File: config.mk
export PLATFORM = sky130hd
export DESIGN_NAME = image_screen_mean_color_top
export DESIGN_NICKNAME = d
export VERILOG_FILES = /design/src/rtl/ismc_pkg.sv /design/src/rtl/image_screen_mean_color_top.sv
export SDC_FILE = /design/constraint.sdc
export NUM_CORES = 2
export LEC_CHECK = 0
export ABC_AREA = 1
export BUFFER_PORTS_ARGS = -buffer_cell sky130_fd_sc_hd__buf_4
export CAP_MARGIN = 20
export CORE_MARGIN = 1.5
export CORE_UTILIZATION = 51
export DETAILED_ROUTE_END_ITERATION = 8
export GPL_TIMING_DRIVEN = 0
export HOLD_SLACK_MARGIN = 0.05
export PLACE_DENSITY = 0.68
export SLEW_MARGIN = 10
export SYNTH_ARGS = -nofsm -noshare
export SYNTH_HDL_FRONTEND = slang
export SYNTH_SLANG_ARGS = --single-unit
File: constraint.sdc
create_clock -name clock -period 10.85 [get_ports clock]
set_input_delay 0.5425 -clock clock [delete_from_list [all_inputs] [get_ports clock]]
set_output_delay 0.5425 -clock clock [all_outputs]
set_load 0.01 [all_outputs]
File: src/rtl/ismc_pkg.sv
// types and constants for the picture screening and mean color block
// no dependencies; imported by image_screen_mean_color_top
package ismc_pkg;

   localparam int LEVEL_W  = 8;
   localparam int SIDE_W   = 14;
   localparam int BYTES_W  = 32;
   localparam int ASPECT_W = 16;
   localparam int SUM_W    = 35;
   localparam int FRAC_W   = 8;
   localparam int RGB_W    = 24;
   localparam int CSR_IDX_W = 2;
   localparam int CSR_DATA_W = 32;

   localparam int MAX_SIDE_DEFAULT = 8192;

   localparam logic [BYTES_W-1:0]  MIN_FILE_RESET = '0;
   localparam logic [ASPECT_W-1:0] MAX_ASPECT_RESET = 16'd512;
   localparam logic [SIDE_W-1:0]   MIN_SIDE_RESET = '0;

   // register indexes
   typedef enum logic [CSR_IDX_W-1:0] {
      CSR_MIN_FILE   = 2'd0,
      CSR_MAX_ASPECT = 2'd1,
      CSR_MIN_HEIGHT = 2'd2,
      CSR_MIN_WIDTH  = 2'd3
   } csr_index_type;

   // screening verdicts
   typedef enum logic [1:0] {
      ST_PROCESSED  = 2'd0,
      ST_FILE_SMALL = 2'd1,
      ST_ASPECT     = 2'd2,
      ST_TOO_SMALL  = 2'd3
   } status_type;

   typedef struct packed {
      logic [LEVEL_W-1:0] red_level;
      logic [LEVEL_W-1:0] green_level;
      logic [LEVEL_W-1:0] blue_level;
      logic [SIDE_W-1:0]  image_width;
      logic [SIDE_W-1:0]  image_height;
      logic [BYTES_W-1:0] file_bytes;
      logic               last_pixel;
   } req_type;

   typedef struct packed {
      status_type         status;
      logic [RGB_W-1:0]   mean_rgb;
      logic [SIDE_W-1:0]  out_width;
      logic [SIDE_W-1:0]  out_height;
   } rsp_type;

endpackage

File: src/rtl/image_screen_mean_color_top.sv
// picture screening and mean color block, top level
// depends on ismc_pkg for payload types, register indexes and constants
//
// Usage: pixels stream in on the req_ channel, one transfer per pixel, each
// carrying its red, green and blue levels and the picture's sides and file
// size. A pixel without last_pixel produces nothing; the block keeps three
// saturating channel sums. On the pixel marked last the block drops
// req_ready and screens the picture: three passes through one shared 16x14
// multiplier give both side ratio products and the pixel count, then, for a
// picture that passes, one restoring divider computes the three channel
// means one quotient bit per cycle; a rejected picture skips the divider.
// The result sits in an output register; while it waits for rsp_ready the
// block keeps accepting pixels of the next picture, and only the result of
// a following picture waits for the register to empty, with req_ready low.
// The csr_ channel writes the four screening registers at any time it is
// valid and is always ready; the user must write them only while the block
// is idle, which the block itself does not enforce. Synchronous reset clears
// the sums, returns the sequencer to accumulation, drops rsp_valid and loads
// the register reset values.
module image_screen_mean_color_top
   import ismc_pkg::*;
#(
   parameter int MAX_SIDE = MAX_SIDE_DEFAULT
) (
   input  logic                  clock,
   input  logic                  reset,
   input  logic                  req_valid,
   output logic                  req_ready,
   input  req_type               req_data,
   output logic                  rsp_valid,
   input  logic                  rsp_ready,
   output rsp_type               rsp_data,
   input  logic                  csr_valid,
   output logic                  csr_ready,
   input  logic [CSR_IDX_W-1:0]  csr_index,
   input  logic [CSR_DATA_W-1:0] csr_wdata
);

   localparam int CMP_W   = 17;
   localparam int MUL_W   = ASPECT_W + SIDE_W;
   localparam int COUNT_W = 2 * SIDE_W;
   localparam int BIT_W   = $clog2(SUM_W);
   localparam logic [SUM_W-1:0] SUM_MAX = '1;
   localparam logic [LEVEL_W-1:0] MEAN_MAX = '1;

   typedef enum logic [5:0] {
      S_ACCUM = 6'b000001,
      S_MUL_H = 6'b000010,
      S_MUL_W = 6'b000100,
      S_MUL_C = 6'b001000,
      S_DIV   = 6'b010000,
      S_DONE  = 6'b100000
   } state_type;

   state_type state_ff, state_in;

   logic [BYTES_W-1:0]  min_file_ff;
   logic [ASPECT_W-1:0] max_aspect_ff;
   logic [SIDE_W-1:0]   min_height_ff;
   logic [SIDE_W-1:0]   min_width_ff;

   logic [SUM_W-1:0] red_sum_ff, red_sum_in;
   logic [SUM_W-1:0] green_sum_ff, green_sum_in;
   logic [SUM_W-1:0] blue_sum_ff, blue_sum_in;

   logic [SIDE_W-1:0]  width_ff, width_in;
   logic [SIDE_W-1:0]  height_ff, height_in;
   logic               file_small_ff, file_small_in;
   logic               ratio_bad_ff, ratio_bad_in;
   status_type         status_ff, status_in;
   logic [COUNT_W-1:0] count_ff, count_in;
   logic [SUM_W-1:0]   div_ff, div_in;
   logic [COUNT_W-1:0] rem_ff, rem_in;
   logic [SUM_W-1:0]   quo_ff, quo_in;
   logic [BIT_W-1:0]   bit_ff, bit_in;
   logic [1:0]         chan_ff, chan_in;
   logic [LEVEL_W-1:0] mean_ff [3];
   logic [LEVEL_W-1:0] mean_in [3];

   logic    rsp_valid_ff, rsp_valid_in;
   rsp_type rsp_data_ff, rsp_data_in;

   logic                req_xfer;
   logic                out_free;
   logic [SIDE_W-1:0]   width_clamp, height_clamp;
   logic [ASPECT_W-1:0] mul_a;
   logic [SIDE_W-1:0]   mul_b;
   logic [MUL_W-1:0]    mul_p;
   logic [COUNT_W:0]    div_shift;
   logic [COUNT_W+1:0]  div_diff;
   logic                q_bit;
   logic [SUM_W-1:0]    quo_next;
   logic [LEVEL_W-1:0]  mean_now;

   // saturating channel sum
   function automatic logic [SUM_W-1:0] sat_add(input logic [SUM_W-1:0] sum,
                                                input logic [LEVEL_W-1:0] level);
      logic [SUM_W:0] wide;
      wide = {1'b0, sum} + {{(SUM_W+1-LEVEL_W){1'b0}}, level};
      return wide[SUM_W] ? SUM_MAX : wide[SUM_W-1:0];
   endfunction

   assign req_xfer  = req_valid && req_ready;
   assign req_ready = (state_ff == S_ACCUM);
   assign out_free  = !rsp_valid_ff || rsp_ready;
   assign csr_ready = 1'b1;
   assign rsp_valid = rsp_valid_ff;
   assign rsp_data  = rsp_data_ff;

   // sides above the limit count as the limit
   assign width_clamp = ({{(CMP_W-SIDE_W){1'b0}}, req_data.image_width} > CMP_W'(MAX_SIDE)) ?
                        SIDE_W'(MAX_SIDE) : req_data.image_width;
   assign height_clamp = ({{(CMP_W-SIDE_W){1'b0}}, req_data.image_height} > CMP_W'(MAX_SIDE)) ?
                         SIDE_W'(MAX_SIDE) : req_data.image_height;

   // shared multiplier operand select
   always_comb begin
      mul_a = max_aspect_ff;
      mul_b = height_ff;
      case (state_ff)
         S_MUL_W: begin
            mul_b = width_ff;
         end
         S_MUL_C: begin
            mul_a = {{(ASPECT_W-SIDE_W){1'b0}}, width_ff};
         end
         default: begin
            mul_b = height_ff;
         end
      endcase
   end
   assign mul_p = mul_a * mul_b;

   // restoring divider step, one quotient bit
   assign div_shift = {rem_ff, div_ff[SUM_W-1]};
   assign div_diff  = {1'b0, div_shift} - {2'b0, count_ff};
   assign q_bit     = !div_diff[COUNT_W+1];
   assign quo_next  = {quo_ff[SUM_W-2:0], q_bit};
   assign mean_now  = (count_ff == '0) ? '0 :
                      (|quo_next[SUM_W-1:LEVEL_W]) ? MEAN_MAX : quo_next[LEVEL_W-1:0];

   // sequencer and datapath next state
   always_comb begin
      state_in      = state_ff;
      red_sum_in    = red_sum_ff;
      green_sum_in  = green_sum_ff;
      blue_sum_in   = blue_sum_ff;
      width_in      = width_ff;
      height_in     = height_ff;
      file_small_in = file_small_ff;
      ratio_bad_in  = ratio_bad_ff;
      status_in     = status_ff;
      count_in      = count_ff;
      div_in        = div_ff;
      rem_in        = rem_ff;
      quo_in        = quo_ff;
      bit_in        = bit_ff;
      chan_in       = chan_ff;
      mean_in       = mean_ff;
      rsp_valid_in  = rsp_valid_ff && !rsp_ready;
      rsp_data_in   = rsp_data_ff;

      case (state_ff)
         S_ACCUM: begin
            if (req_xfer) begin
               red_sum_in   = sat_add(red_sum_ff, req_data.red_level);
               green_sum_in = sat_add(green_sum_ff, req_data.green_level);
               blue_sum_in  = sat_add(blue_sum_ff, req_data.blue_level);
               if (req_data.last_pixel) begin
                  width_in      = width_clamp;
                  height_in     = height_clamp;
                  file_small_in = (req_data.file_bytes < min_file_ff);
                  state_in      = S_MUL_H;
               end
            end
         end
         S_MUL_H: begin
            // width too wide against height
            ratio_bad_in = ({{(MUL_W-SIDE_W-FRAC_W){1'b0}}, width_ff, {FRAC_W{1'b0}}} > mul_p);
            state_in     = S_MUL_W;
         end
         S_MUL_W: begin
            // height too tall against width
            ratio_bad_in = ratio_bad_ff ||
                           ({{(MUL_W-SIDE_W-FRAC_W){1'b0}}, height_ff, {FRAC_W{1'b0}}} > mul_p);
            state_in     = S_MUL_C;
         end
         S_MUL_C: begin
            count_in = mul_p[COUNT_W-1:0];
            mean_in  = '{default: '0};
            if (file_small_ff) begin
               status_in = ST_FILE_SMALL;
            end else if (ratio_bad_ff) begin
               status_in = ST_ASPECT;
            end else if (height_ff < min_height_ff || width_ff < min_width_ff) begin
               status_in = ST_TOO_SMALL;
            end else begin
               status_in = ST_PROCESSED;
            end
            if (file_small_ff || ratio_bad_ff ||
                height_ff < min_height_ff || width_ff < min_width_ff) begin
               state_in = S_DONE;
            end else begin
               div_in   = red_sum_ff;
               rem_in   = '0;
               quo_in   = '0;
               bit_in   = '0;
               chan_in  = '0;
               state_in = S_DIV;
            end
         end
         S_DIV: begin
            rem_in = q_bit ? div_diff[COUNT_W-1:0] : div_shift[COUNT_W-1:0];
            quo_in = quo_next;
            div_in = {div_ff[SUM_W-2:0], 1'b0};
            bit_in = bit_ff + 1'b1;
            if (bit_ff == BIT_W'(SUM_W-1)) begin
               mean_in[chan_ff] = mean_now;
               rem_in  = '0;
               quo_in  = '0;
               bit_in  = '0;
               chan_in = chan_ff + 1'b1;
               if (chan_ff == 2'd0) begin
                  div_in = green_sum_ff;
               end else if (chan_ff == 2'd1) begin
                  div_in = blue_sum_ff;
               end else begin
                  state_in = S_DONE;
               end
            end
         end
         S_DONE: begin
            if (out_free) begin
               rsp_valid_in       = 1'b1;
               rsp_data_in.status = status_ff;
               if (status_ff == ST_PROCESSED) begin
                  rsp_data_in.mean_rgb   = {mean_ff[0], mean_ff[1], mean_ff[2]};
                  rsp_data_in.out_width  = width_ff;
                  rsp_data_in.out_height = height_ff;
               end else begin
                  rsp_data_in.mean_rgb   = '0;
                  rsp_data_in.out_width  = '0;
                  rsp_data_in.out_height = '0;
               end
               red_sum_in   = '0;
               green_sum_in = '0;
               blue_sum_in  = '0;
               state_in     = S_ACCUM;
            end
         end
         default: begin
            state_in = S_ACCUM;
         end
      endcase
   end

   // control state
   always_ff @(posedge clock) begin
      if (reset) begin
         state_ff     <= S_ACCUM;
         rsp_valid_ff <= 1'b0;
         red_sum_ff   <= '0;
         green_sum_ff <= '0;
         blue_sum_ff  <= '0;
      end else begin
         state_ff     <= state_in;
         rsp_valid_ff <= rsp_valid_in;
         red_sum_ff   <= red_sum_in;
         green_sum_ff <= green_sum_in;
         blue_sum_ff  <= blue_sum_in;
      end
   end

   // payload and working registers
   always_ff @(posedge clock) begin
      width_ff      <= width_in;
      height_ff     <= height_in;
      file_small_ff <= file_small_in;
      ratio_bad_ff  <= ratio_bad_in;
      status_ff     <= status_in;
      count_ff      <= count_in;
      div_ff        <= div_in;
      rem_ff        <= rem_in;
      quo_ff        <= quo_in;
      bit_ff        <= bit_in;
      chan_ff       <= chan_in;
      mean_ff       <= mean_in;
      rsp_data_ff   <= rsp_data_in;
   end

   // screening registers
   always_ff @(posedge clock) begin
      if (reset) begin
         min_file_ff   <= MIN_FILE_RESET;
         max_aspect_ff <= MAX_ASPECT_RESET;
         min_height_ff <= MIN_SIDE_RESET;
         min_width_ff  <= MIN_SIDE_RESET;
      end else if (csr_valid && csr_ready) begin
         case (csr_index_type'(csr_index))
            CSR_MIN_FILE:   min_file_ff   <= csr_wdata[BYTES_W-1:0];
            CSR_MAX_ASPECT: max_aspect_ff <= csr_wdata[ASPECT_W-1:0];
            CSR_MIN_HEIGHT: min_height_ff <= csr_wdata[SIDE_W-1:0];
            CSR_MIN_WIDTH:  min_width_ff  <= csr_wdata[SIDE_W-1:0];
            default:        min_file_ff   <= min_file_ff;
         endcase
      end
   end

   // a last pixel closes the input until its result is loaded
   a_last_closes: assert property (@(posedge clock) disable iff (reset)
      (req_valid && req_ready && req_data.last_pixel) |=> !req_ready)
      else $error("req_ready high right after a last pixel transfer");

   // rejected pictures carry no color or sides
   a_reject_zero: assert property (@(posedge clock) disable iff (reset)
      (rsp_valid && rsp_data.status != ST_PROCESSED) |->
      (rsp_data.mean_rgb == '0 && rsp_data.out_width == '0 && rsp_data.out_height == '0))
      else $error("rejected result with nonzero payload");

   // sums are cleared when a result is loaded
   a_sums_cleared: assert property (@(posedge clock) disable iff (reset)
      $rose(rsp_valid_ff) |->
      (red_sum_ff == '0 && green_sum_ff == '0 && blue_sum_ff == '0))
      else $error("channel sums not cleared with result load");

   // the divider never runs past the last channel
   a_div_chan: assert property (@(posedge clock) disable iff (reset)
      (state_ff == S_DIV) |-> (chan_ff != 2'd3 && bit_ff <= BIT_W'(SUM_W-1)))
      else $error("divider sequencer out of range");

endmodule

==> flow_metrics.py <==
metrics = {
    "cts": {
        "cts-root-buf": "sky130_fd_sc_hd__clkbuf_16",
        "cts_sinks": 431,
        "cts_repair_resize_count": 0,
        "cts-buffers-inserted": 47,
        "clock_tree_from_tritoncts": "built",
        "cts_max_path_buffers": 3,
        "post-cts-setup-buffers": 0,
        "clkLatencyLatePin_ps": 600,
        "clk_pin_slew_ps": 60,
        "clock_tree.htree_level_count": 2,
        "postCtsHoldBufs": 0,
    },
    "grt": {
        "globalRouteMet1Util_pct": 38.9,
        "grt_max_degree": 55,
        "global_route.usage.total_pct": 29.5,
        "gr-usage-met2_pct": 49.3,
        "grt-busiest-layer": "met2",
        "met3_usage_pct": 3.52,
        "antenna_found_initial": 0,
        "grt_pass1_wl_um": 153000,
        "globalRouteOverflowTotal": 0,
        "grt_pass1_vias": 28000,
    },
    "place": {
        "dpl-instance-area_um2": 35300,
        "place_hpwl_um": 77700,
        "post-place-ws_ps": 1950,
        "gpl.final_weighted_congestion": 0.982,
        "numPortBuffers": 179,
    },
    "drt": {
        "num_vias": 29200,
        "wl_per_cell_um": 18.3,
        "drtIter0Drc": 2323,
        "dr.pass1.iters": 5,
        "wl_um": 98200,
        "drc": 0,
        "postRouteAntennaNets": 0,
        "vias_per_cell": 5.44,
    },
    "timing": {
        "worst_pin_slew_ps": 1140,
        "clock-skew-final_ps": 51.0,
        "final.setup.worst_slack_ps": 1790,
        "worst_slew_margin_rel_pct": 23.6,
        "hold_violations": 0,
        "timing.fmax_mhz": 110,
        "rsz0062_at_grt": "no",
        "time_the_worst_path_needs_with_i_o_delays_and_setup_ps": 9060,
        "finalSetupViolCount": 0,
        "totalNegativeSetupSlack_ps": 0,
        "min_period_over_period_pct": 83.5,
        "timing.final.max_slew_violations": 0,
    },
    "worst_setup_path": {
        "critical_path.endpoint_type": "flop",
        "r2r-start": "state_ff[5]",
        "worst_path_largest_cell_delay_ps": 590,
        "origin_of_the_worst_setup_path": "state_ff[5]",
        "worst_path_max_delay_cell": "sky130_fd_sc_hd__fa_1",
        "worstPathMaxFanout": 10,
        "ff2ff_setup_slack_ps": 1790,
        "timing.critical_path.from_type": "flop",
        "setup_crit_path_kind": "flop to flop",
        "data_arrival_time_of_the_critical_path_ps": 9410,
        "critical-path-top-cell-by-count": "sky130_fd_sc_hd__nand2_1",
        "cp.required_ps": 11200,
    },
    "synth": {
        "syn-instance-count": 4239,
        "top_reg_cell_synth": "sky130_fd_sc_hd__edfxtp_1",
        "total_number_of_yosys_warnings": 0,
        "synth.yosys.seq_area_share_pct": 33.8,
        "synth-edff-count": 243,
        "synth_nets": 4764,
        "async_flop_share_pct": 0,
        "mapped_area_um2": 32700,
        "ys_seq_elements": 431,
        "synth_cell_type_count": 60,
        "synth_area_per_cell_um2": 7.73,
    },
    "finish": {
        "antennaDiodeCount": 0,
        "fin_util_pct": 58.4,
        "post_route_cells_drive_above_1_share_pct": 7.53,
        "nets": 5000,
        "area.growth.synth_to_final_pct": 12.8,
        "design_area_um2": 37000,
    },
    "floorplanning": {
        "chip_height_um": 256,
        "top_level_i_o_count": 181,
        "core_area_um2": 63300,
        "floorplan.die.width_um": 256,
        "fp.dieArea_um2": 65700,
        "row_count": 92,
        "initial_core_util_pct": 51.7,
    },
    "pwr": {
        "total_leakage_power_uw": 0.0168,
        "power.density_nw_per_um2": 166,
        "ir_worst_vdd_uv": 136,
    },
    "hold_path": {
        "holdCritPathClass": "primary input to flop",
        "worst_hold_startpoint": "csr_wdata[0]",
    },
    "status": {
        "outcome": "finished clean",
    },
    "flow_run": {
        "drv.max_cap_violation_count": 0,
    },
}
[worst max-delay path, delay by kind of cell (launching register included)]
family / cells / cell delay (ps)
adders and majority gates: 8 / 3820
and+or+nand+nor: 16 / 2290
buffers and inverters: 9 / 1560
AOI/OAI and AO/OA: 2 / 480
DFF: 1 / 370
xor gates and xnor gates: 1 / 300
[per-stage QoR]
stage | instances | hold WS (ps) | total power [uW]
after floorplan | 4239 | 417 | 3650
after global placement | 5264 | 445 | 4400
after detailed placement | 5269 | 451 | 4440
after CTS | 5357 | 190 | 6140
after global routing | 5360 | 198 | 6550
final | 5360 | 211 | 6140
[path summary, 6_finish.rpt]
check / cells after the start / to
worst min-delay path: 3 / min_height_ff[0]
worst max register to register: 36 / ratio_bad_ff
worst max-delay path: 36 / ratio_bad_ff
worst min register to register: 0 / rsp_data[52]
[cells in the final DEF, fill, tap and decap left out, types with 31 or more instances in the layout]
cell type	netlist	final
sky130_fd_sc_hd__nand2_1	906	905
sky130_fd_sc_hd__nor4_1	31	31
sky130_fd_sc_hd__o21ai_0	304	303
sky130_fd_sc_hd__xor2_1	75	75
sky130_fd_sc_hd__clkbuf_1	106	122
sky130_fd_sc_hd__nor2_1	443	442
sky130_fd_sc_hd__clkbuf_16	0	48
sky130_fd_sc_hd__nand3_1	121	121
sky130_fd_sc_hd__fa_1	169	169
sky130_fd_sc_hd__xnor2_1	37	37
sky130_fd_sc_hd__nor3_1	54	54
sky130_fd_sc_hd__dfxtp_1	188	188
sky130_fd_sc_hd__edfxtp_1	243	243
sky130_fd_sc_hd__nand4_1	53	53
sky130_fd_sc_hd__inv_1	709	709
sky130_fd_sc_hd__buf_4	9	190
sky130_fd_sc_hd__ha_1	232	232
sky130_fd_sc_hd__a21oi_1	340	339
[Yosys cell counts, types with 3 or more instances]
cell type | number | area, um^2
sky130_fd_sc_hd__nand2_1 | 906 | 3400
sky130_fd_sc_hd__inv_1 | 709 | 2660
sky130_fd_sc_hd__nor2_1 | 443 | 1660
sky130_fd_sc_hd__a21oi_1 | 340 | 1700
sky130_fd_sc_hd__o21ai_0 | 304 | 1520
sky130_fd_sc_hd__edfxtp_1 | 243 | 7300
sky130_fd_sc_hd__ha_1 | 232 | 2900
sky130_fd_sc_hd__dfxtp_1 | 188 | 3760
sky130_fd_sc_hd__fa_1 | 169 | 3380
sky130_fd_sc_hd__nand3_1 | 121 | 606
sky130_fd_sc_hd__clkbuf_1 | 106 | 398
sky130_fd_sc_hd__xor2_1 | 75 | 657
sky130_fd_sc_hd__nor3_1 | 54 | 270
sky130_fd_sc_hd__nand4_1 | 53 | 332
sky130_fd_sc_hd__xnor2_1 | 37 | 324
sky130_fd_sc_hd__nor4_1 | 31 | 194
sky130_fd_sc_hd__o221ai_1 | 29 | 254
sky130_fd_sc_hd__o211ai_1 | 26 | 195
sky130_fd_sc_hd__buf_2 | 15 | 75.1
sky130_fd_sc_hd__o21ai_1 | 15 | 75.1
sky130_fd_sc_hd__o21ai_2 | 10 | 87.6
sky130_fd_sc_hd__buf_4 | 9 | 67.6
sky130_fd_sc_hd__nand3b_1 | 9 | 67.6
sky130_fd_sc_hd__nor2_2 | 9 | 56.3
sky130_fd_sc_hd__a21o_1 | 8 | 60.1
sky130_fd_sc_hd__o31ai_1 | 8 | 60.1
sky130_fd_sc_hd__clkinv_1 | 7 | 26.3
sky130_fd_sc_hd__nor3_2 | 7 | 70.1
sky130_fd_sc_hd__inv_2 | 6 | 22.5
sky130_fd_sc_hd__o22ai_1 | 6 | 37.5
sky130_fd_sc_hd__or2_2 | 6 | 37.5
sky130_fd_sc_hd__a31oi_1 | 5 | 31.3
sky130_fd_sc_hd__buf_1 | 5 | 18.8
sky130_fd_sc_hd__a211oi_1 | 4 | 30.0
sky130_fd_sc_hd__o21bai_1 | 4 | 30.0
sky130_fd_sc_hd__a21oi_2 | 3 | 26.3
sky130_fd_sc_hd__nand2_2 | 3 | 18.8
sky130_fd_sc_hd__o21a_1 | 3 | 22.5
sky130_fd_sc_hd__or2_0 | 3 | 18.8
[cell type report]
class | instances | area (um^2)
clock buffers | 69 | 1330
flip-flops and latches | 431 | 11100
inverters | 722 | 2710
repair buffers | 187 | 1500
clock inverters | 19 | 289
multi-input cells | 2948 | 18400
plain buffers | 138 | 581
fillers | 6060 | 26400
well taps | 846 | 1060
[layer usage]
metal  vias to the layer above  share of wire (%)
li1                      14200                  -
met1                     13700                 43
met5                         -                  0
met3                       224                6.1
met4                         0                4.6
met2                       980                 47
[where the power goes]
part,internal (uW),switching [uW],total [uW]
clock network,999,694,1690
logic,861,1670,2530
registers,1830,86.0,1920
total,3690,2450,6140
[flip-flops by register name, indices dropped and copies added, names as in the netlist, 2 cells and up]
name and flops:
state_ff 6, bit_ff 6, chan_ff 2, status_ff 2
blue_sum_ff 35, quo_ff 34, min_width_ff 14, red_sum_ff 35
max_aspect_ff 16, rem_ff 28, count_ff 28, rsp_data 54
width_ff 14, min_height_ff 14, height_ff 14, green_sum_ff 35
div_ff 35, mean_ff 24, min_file_ff 32
[kinds of logic (layout without fill, tap and decap cells)]
kind of cell / after synthesis / after routing / share of synthesized area, %
compound gates: 778 / 778 / 13.0
xor+xnor: 112 / 112 / 3.00
fa+ha+maj: 401 / 401 / 19.2
buf+inv: 860 / 1135 / 10.0
flops: 431 / 431 / 33.8
other cells: 1 / 1 / 0.0115
simple gates: 1656 / 1656 / 20.9
Power figures use the tool's default switching activity.
